===== config.mk =====
export PLATFORM = sky130hd
export DESIGN_NAME = pfr_item_fifo
export DESIGN_NICKNAME = d
export VERILOG_FILES = /design/src/pfr_pkg.sv /design/src/pfr_item_fifo.sv
export SDC_FILE = /design/constraint.sdc
export NUM_CORES = 1
export LEC_CHECK = 0
export ABC_AREA = 1
export BUFFER_PORTS_ARGS = -buffer_cell sky130_fd_sc_hd__buf_2
export CORE_ASPECT_RATIO = 1.25
export CORE_MARGIN = 1.5
export CORE_UTILIZATION = 38
export DETAILED_ROUTE_END_ITERATION = 8
export SETUP_SLACK_MARGIN = 0.4
export SLEW_MARGIN = 25
export SYNTH_ARGS = -nofsm -noshare
export SYNTH_HDL_FRONTEND = slang
export SYNTH_SLANG_ARGS = --single-unit

===== constraint.sdc =====
create_clock -name clk -period 8.4 [get_ports clk]
set_input_delay 0.42 -clock clk [delete_from_list [all_inputs] [get_ports clk]]
set_output_delay 0.42 -clock clk [all_outputs]
set_load 0.02 [all_outputs]

===== src/pfr_pkg.sv =====
// Shared types and constants for the Pareto front ranker.
package pfr_pkg;

  localparam int MAX_POP_DEF = 64;
  localparam int MAX_OBJ_DEF = 4;
  localparam int KEY_W       = 32;
  localparam int IDX_W       = 6;
  localparam int RANK_W      = 6;
  localparam int NOBJ_W      = 3;
  localparam int FIFO_DEPTH  = 4;

  typedef struct packed {
    logic signed [KEY_W-1:0] obj_0;
    logic signed [KEY_W-1:0] obj_1;
    logic signed [KEY_W-1:0] obj_2;
    logic signed [KEY_W-1:0] obj_3;
    logic                    last_individual;
  } item_t;

  typedef struct packed {
    logic [IDX_W-1:0]  individual_index;
    logic [RANK_W-1:0] front_rank;
    logic              last_result;
  } result_t;

  // front queue to back end
  typedef struct packed {
    logic  valid;
    item_t data;
  } fifo_out_t;

endpackage


===== src/pfr_item_fifo.sv =====
// Front end: accepts items into a short queue ahead of the sorter.
module pfr_item_fifo
  import pfr_pkg::*;
(
  input  logic      clk,
  input  logic      rst,
  input  logic      push,
  input  item_t     push_data,
  output logic      full,
  input  logic      pop,
  output fifo_out_t head
);

  localparam int PW = $clog2(FIFO_DEPTH);

  item_t        slots [FIFO_DEPTH];
  logic [PW-1:0] wptr;
  logic [PW-1:0] rptr;
  logic [PW:0]   count;

  assign full = (count == (PW+1)'(FIFO_DEPTH));
  assign head = {(count != '0), slots[rptr]};

  always_ff @(posedge clk) begin
    if (push && !full) begin
      slots[wptr] <= push_data;
    end
    if (rst) begin
      wptr  <= '0;
      rptr  <= '0;
      count <= '0;
    end else begin
      if (push && !full) begin
        wptr <= wptr + PW'(1);
      end
      if (pop && head.valid) begin
        rptr <= rptr + PW'(1);
      end
      count <= count + (PW+1)'(push && !full) - (PW+1)'(pop && head.valid);
    end
  end

endmodule


# Yosys cells after proc, flatten, opt, wreduce, memory -nomap -nowiden
# Memories as Yosys holds them, arrays and structs flattened. A register that Yosys moved wholly into a read port is not among the register bits.
# Cells that the tools add are included.
[word_totals]
input_bits = 133
register_bits = 7
n_memories = 1
out_inout_bits = 131
elab_cells = 17
ramBits = 516
[classes]
reduce_logical = 4
n_mux = 4
n_eq_ne = 1
add_sub_neg = 4
[mem_list]
columns = ["memory", "words", "word_bits", "rd", "rd_ports_with_merged_regs", "write_ports", "line", "rtl"]
rows = [
  ["slots", 4, 129, 1, 1, 1, "pfr_item_fifo.sv:16", "item_t slots [FIFO_DEPTH];"],
]
[ops]
columns = ["cell", "count"]
rows = [
  ["adder 2 x 1 -> 2 bit (second input constant)", 2],
  ["two-way mux 2 bit", 2],
  ["adder 3 x 1 -> 3 bit", 1],
  ["== test 3 bit (second input constant)", 1],
  ["nonzero test 3 bit", 1],
  ["subtractor 3 x 1 -> 3 bit", 1],
  ["logical AND 1 bit", 2],
  ["two-way mux 1 bit", 2],
  ["zero test 1 bit", 1],
]

# Depth between registers and ports, before layout
[depth]
ltp_word = 5
mapped_depth = 10

# Worst setup path before layout
# OpenSTA, ideal clock, no wires.
[synth_path]
path_kind = "reg-to-reg"
startpoint = "register count[1]"
endpoint = "memory slots[0][0] in the netlist's numbering (enable)"
setup_slack_ns = 1.690
path_stages_with_launch = 5
required_ns = 7.781
period_less_slack_ns = 6.710
setup_time_ns = 0.619
arrival_ns = 6.091
cell_sequence = "dfxtp_1 nor2_1 nand2_1 nand2_1 nor2_1"
[synth_between]
elab_chain_len = 5
[synth_rtl]
columns = ["item", "line", "rtl"]
rows = [
  ["start: declaration", "pfr_item_fifo.sv:19", "logic [PW:0] count;"],
  ["start signal: assignment", "pfr_item_fifo.sv:39", "count <= count + (PW+1)'(push && !full) - (PW+1)'(pop && head.valid);"],
  ["== test 3 bit", "pfr_item_fifo.sv:21", "assign full = (count == (PW+1)'(FIFO_DEPTH));"],
  ["zero test 1 bit", "pfr_item_fifo.sv:25", "if (push && !full) begin"],
  ["logical AND 1 bit", "pfr_item_fifo.sv:25", ""],
  ["two-way mux 1 bit", "pfr_item_fifo.sv:25", ""],
  ["two-way mux 1 bit (implied by the code)", "pfr_item_fifo.sv:26", "slots[wptr] <= push_data;"],
  ["end: declaration", "pfr_item_fifo.sv:16", ""],
]
# No other way between the ends.

==> results by stage <==
Status:
- The flow ran to the end, and the final reports show no timing, DRC or antenna violations.

Synthesis:
- Yosys printed 0 warnings.
- The largest area contributor in the synthesized netlist is sky130_fd_sc_hd__edfxtp_1.
- Sorting the synthesized cells by area gives the leading types as sky130_fd_sc_hd__edfxtp_1 (79%), sky130_fd_sc_hd__nor2_1 (5.2%), sky130_fd_sc_hd__o21ai_0 (4.2%).
- The count of unique library cells instantiated by Yosys is 19.
- The mean instance size in the synthesized netlist is 14.9 µm².
- The share of synthesized area occupied by flip-flops and latches is 0.799.
- Synthesis handed over a netlist of 1313 instances.
- Synthesis produced a netlist with a net count of 1453.
- The share of synthesized area in the top cell type comes to 0.790.
- The cell area that synthesis handed to floorplanning was 19600 µm².
- The number of synthesized register bits is 525.

STA:
- After layout, the minimum clock period comes to 3690 ps.
- The post-route clock period utilization is 0.439.
- The highest clock frequency the design can meet is 0.271 GHz.
- On the final layout, the worst clock skew is 16.6 ps.
- The final number of hold-violating endpoints came to 0.
- The final-report setup violation count is 0.
- The number of pins exceeding their max-slew limit in the final report is 0.
- Setup repair after global routing left no endpoint under its margin.
- The slew at the pin closest to its max-slew limit is 1020 ps.
- The max-slew headroom at the worst pin is 0.317.
- Once routing completed, OpenROAD measured the worst setup slack at 4710 ps.
- For the final routed database, the setup TNS stands at 0 ps.

Critical path:
- STA classifies the critical path endpoint as a primary output.
- The largest single stage delay on the critical path is 850 ps.
- The count of cells along the worst register-to-register path is 5.
- The critical path in this run is classified as register to primary output.
- The setup check on the worst reg-to-reg path leaves a slack of 5270 ps.
- Traced cell by cell, the critical path runs through buf_4 > inv_8 > o21ai_1 > o22ai_1 > buf_2.
- The highest fanout seen on the critical path is 129.
- In this run the critical register-to-register path is captured at slots[0][87].
- The most critical setup path has its endpoint at head[64].
- The worst setup path is launched from a register.
- At the worst endpoint, the arrival time is 3270 ps.
- The largest individual stage delay along the critical path comes from the cell sky130_fd_sc_hd__dfxtp_4.
- Data on the critical path is required at its endpoint by 7980 ps.
- The worst register-to-register path begins at count[1].

CTS:
- For the worst-skew pair, the clock arrives at the later sink with an insertion delay of 580 ps.
- After clock tree synthesis, the clock-pin slew on the worst setup and hold paths is 60 ps.
- The number of hold buffers added after CTS was 0.
- The buffers inserted during post-CTS setup optimization is 0.
- CTS built an H-tree with a depth of 2.
- CTS placed an instance of sky130_fd_sc_hd__clkbuf_16 at the clock tree root.
- The number of clock buffers inserted by TritonCTS is 51.
- The clock tree from TritonCTS is done.
- The number of gates resized after cts is 0.
- The clock tree buffer depth is 3.
- The count of clock tree sinks is 525.

Floorplanning:
- The die covers 53000 µm².
- In this run the standard cell core region covers 50800 µm².
- The top-level port count is 264.
- The number of rows created at floorplan is 92.
- The die span in x is 206 µm.
- Measured along the y axis, the die boundary spans 257 µm.
- The starting utilization of the core area is 0.386.

Placement:
- Detailed placement ended at an HPWL of 24100 µm.
- In this run the tool buffered the top-level ports with 263 buffer cells.
- The pre-CTS setup slack is 5010 ps.
- The final estimated routing congestion in global placement is 0.741.
- The area of placed instances is 21300 µm².

Power and ir drop:
- The power per standard cell area is 312 nW/µm².
- The worst vdd rail ir drop is 0.000227 V.
- The leakage power is 7.91 nW.
- The sum of internal, switching and leakage power is 7.16 mW.

Cells and area:
- The post-layout instance area is 23000 µm².
- Compared with the post-synthesis result, the final layout area differs by 17.1%.
- The final core area utilization is 0.452.
- The net count of the finished layout is 1699.
- Of the cells placed in the final design, the portion with a size suffix greater than 1 is 0.219.

Run:
- The max-capacitance violation count is 0.

Routing:
- For this block, the via count after detailed routing is 11700.
- The total routed wirelength is 44000 µm.
- The remaining antenna violation count after routing is 0.
- After detailed routing, the number of vias per cell comes to 5.16.
- After the first detailed-routing iteration, the DRC count stood at 606.
- In the routed design, unresolved DRC markers number 0.
- The average wire per cell in the routed design is 19.4 µm.
- The number of iterations in the first detailed-routing pass is 7.

Hold path:
- The min-delay analysis places its worst path in the category input pin to register.

GRT:
- The pin count of the biggest net entering global routing is 170.
- The global routing usage summed across all routing layers is 0.163.
- The remaining global-route overflow is 0.
- The initial antenna violation count came to 15.
- The global-route wire length before repair is 66100 µm.
- The via count of the first global-routing pass is 11700.
cell families (layout without fill, tap and decap cells):
family                   count (synthesis)  after routing  share of synthesized area
adder cells (fa/ha/maj)                  7              7                    0.00485
AND/OR/NAND/NOR                        286            286                     0.0549
buffers and inverters                  101            384                     0.0323
AO/OA/AOI/OAI                          394            394                      0.109
flip-flops                             525            525                      0.799
other                                    0              9                          0
sequential cells by signal (all words and copies together), names as in the netlist, named ones only:
register and cells:
wptr 2, rptr 2, slots 516, count 3
cells in the mapped netlist (all sizes together):
cell / number
inv: 17
nand2: 12
o21ai: 259
dfxtp: 9
ha: 6
a21oi: 4
nand3: 3
fa: 1
o22ai: 129
clkbuf: 39
a21boi: 2
edfxtp: 516
nor2: 271
buf: 45
per-layer routing:
metal,global-route usage,wire (µm),up-vias
met1,0.187,17200,5812
li1,-,-,5464
met5,0,53,-
met3,0.0424,2730,84
met2,0.284,22800,305
met4,0.0688,1240,8
how the worst min path moves through the flow:
stage,cells after the start,to,slack (ps),start
after floorplan,2,register,450,rptr[0]
after global placement,2,rptr[0],470,rptr[0]
after detailed placement,2,rptr[0],500,rptr[0]
after CTS,1,slots[2][62],7,push_data[62]
after global routing,2,count[0],20,rst
final,2,count[1],50,rst
cell type report:
| cell class | count | area [µm²] |
|---|---|---|
| multi-input cells | 687 | 3340 |
| inverters | 17 | 78.8 |
| diodes | 9 | 22.5 |
| fillers | 4463 | 27800 |
| well taps | 658 | 823 |
| flip-flops and latches | 525 | 15700 |
| clock buffers | 73 | 1430 |
| clock inverters | 17 | 131 |
| repair buffers | 277 | 1450 |
cells in the final DEF (no fill, tap or decap):
cell	instances
sky130_fd_sc_hd__a21boi_0	2
sky130_fd_sc_hd__a21oi_1	4
sky130_fd_sc_hd__buf_12	1
sky130_fd_sc_hd__buf_16	1
sky130_fd_sc_hd__buf_2	263
sky130_fd_sc_hd__buf_4	12
sky130_fd_sc_hd__bufinv_16	2
sky130_fd_sc_hd__clkbuf_1	17
sky130_fd_sc_hd__clkbuf_16	53
sky130_fd_sc_hd__clkbuf_8	3
sky130_fd_sc_hd__clkinv_1	9
sky130_fd_sc_hd__clkinv_2	4
sky130_fd_sc_hd__clkinv_4	1
sky130_fd_sc_hd__dfxtp_1	7
sky130_fd_sc_hd__dfxtp_4	2
sky130_fd_sc_hd__diode_2	9
sky130_fd_sc_hd__edfxtp_1	516
sky130_fd_sc_hd__fa_1	1
sky130_fd_sc_hd__ha_1	6
sky130_fd_sc_hd__inv_1	15
sky130_fd_sc_hd__inv_6	1
sky130_fd_sc_hd__inv_8	2
sky130_fd_sc_hd__nand2_1	12
sky130_fd_sc_hd__nand3_1	3
sky130_fd_sc_hd__nor2_1	267
sky130_fd_sc_hd__nor2_4	4
sky130_fd_sc_hd__o21ai_0	165
sky130_fd_sc_hd__o21ai_1	94
sky130_fd_sc_hd__o22ai_1	129
worst max-delay path, delay by kind of cell (launching register included):
family / cells / cell delay, ps
buffers and inverters: 3 / 1320
DFF: 1 / 850
AOI/OAI and AO/OA: 2 / 330
per-stage QoR:
step,std cells,hold WS (ps)
2_1_floorplan,1313,448
3_3_place_gp,2162,466
3_5_place_dp,2162,501
4_1_cts,2252,7.31
5_1_grt,2263,18.8
6_report,2263,49.0
where the power goes:
| part | switching (mW) | internal (mW) |
|---|---|---|
| registers | 0.105 | 3.19 |
| clock network | 0.917 | 1.24 |
| logic | 1.23 | 0.471 |
Power figures use the tool's default switching activity.
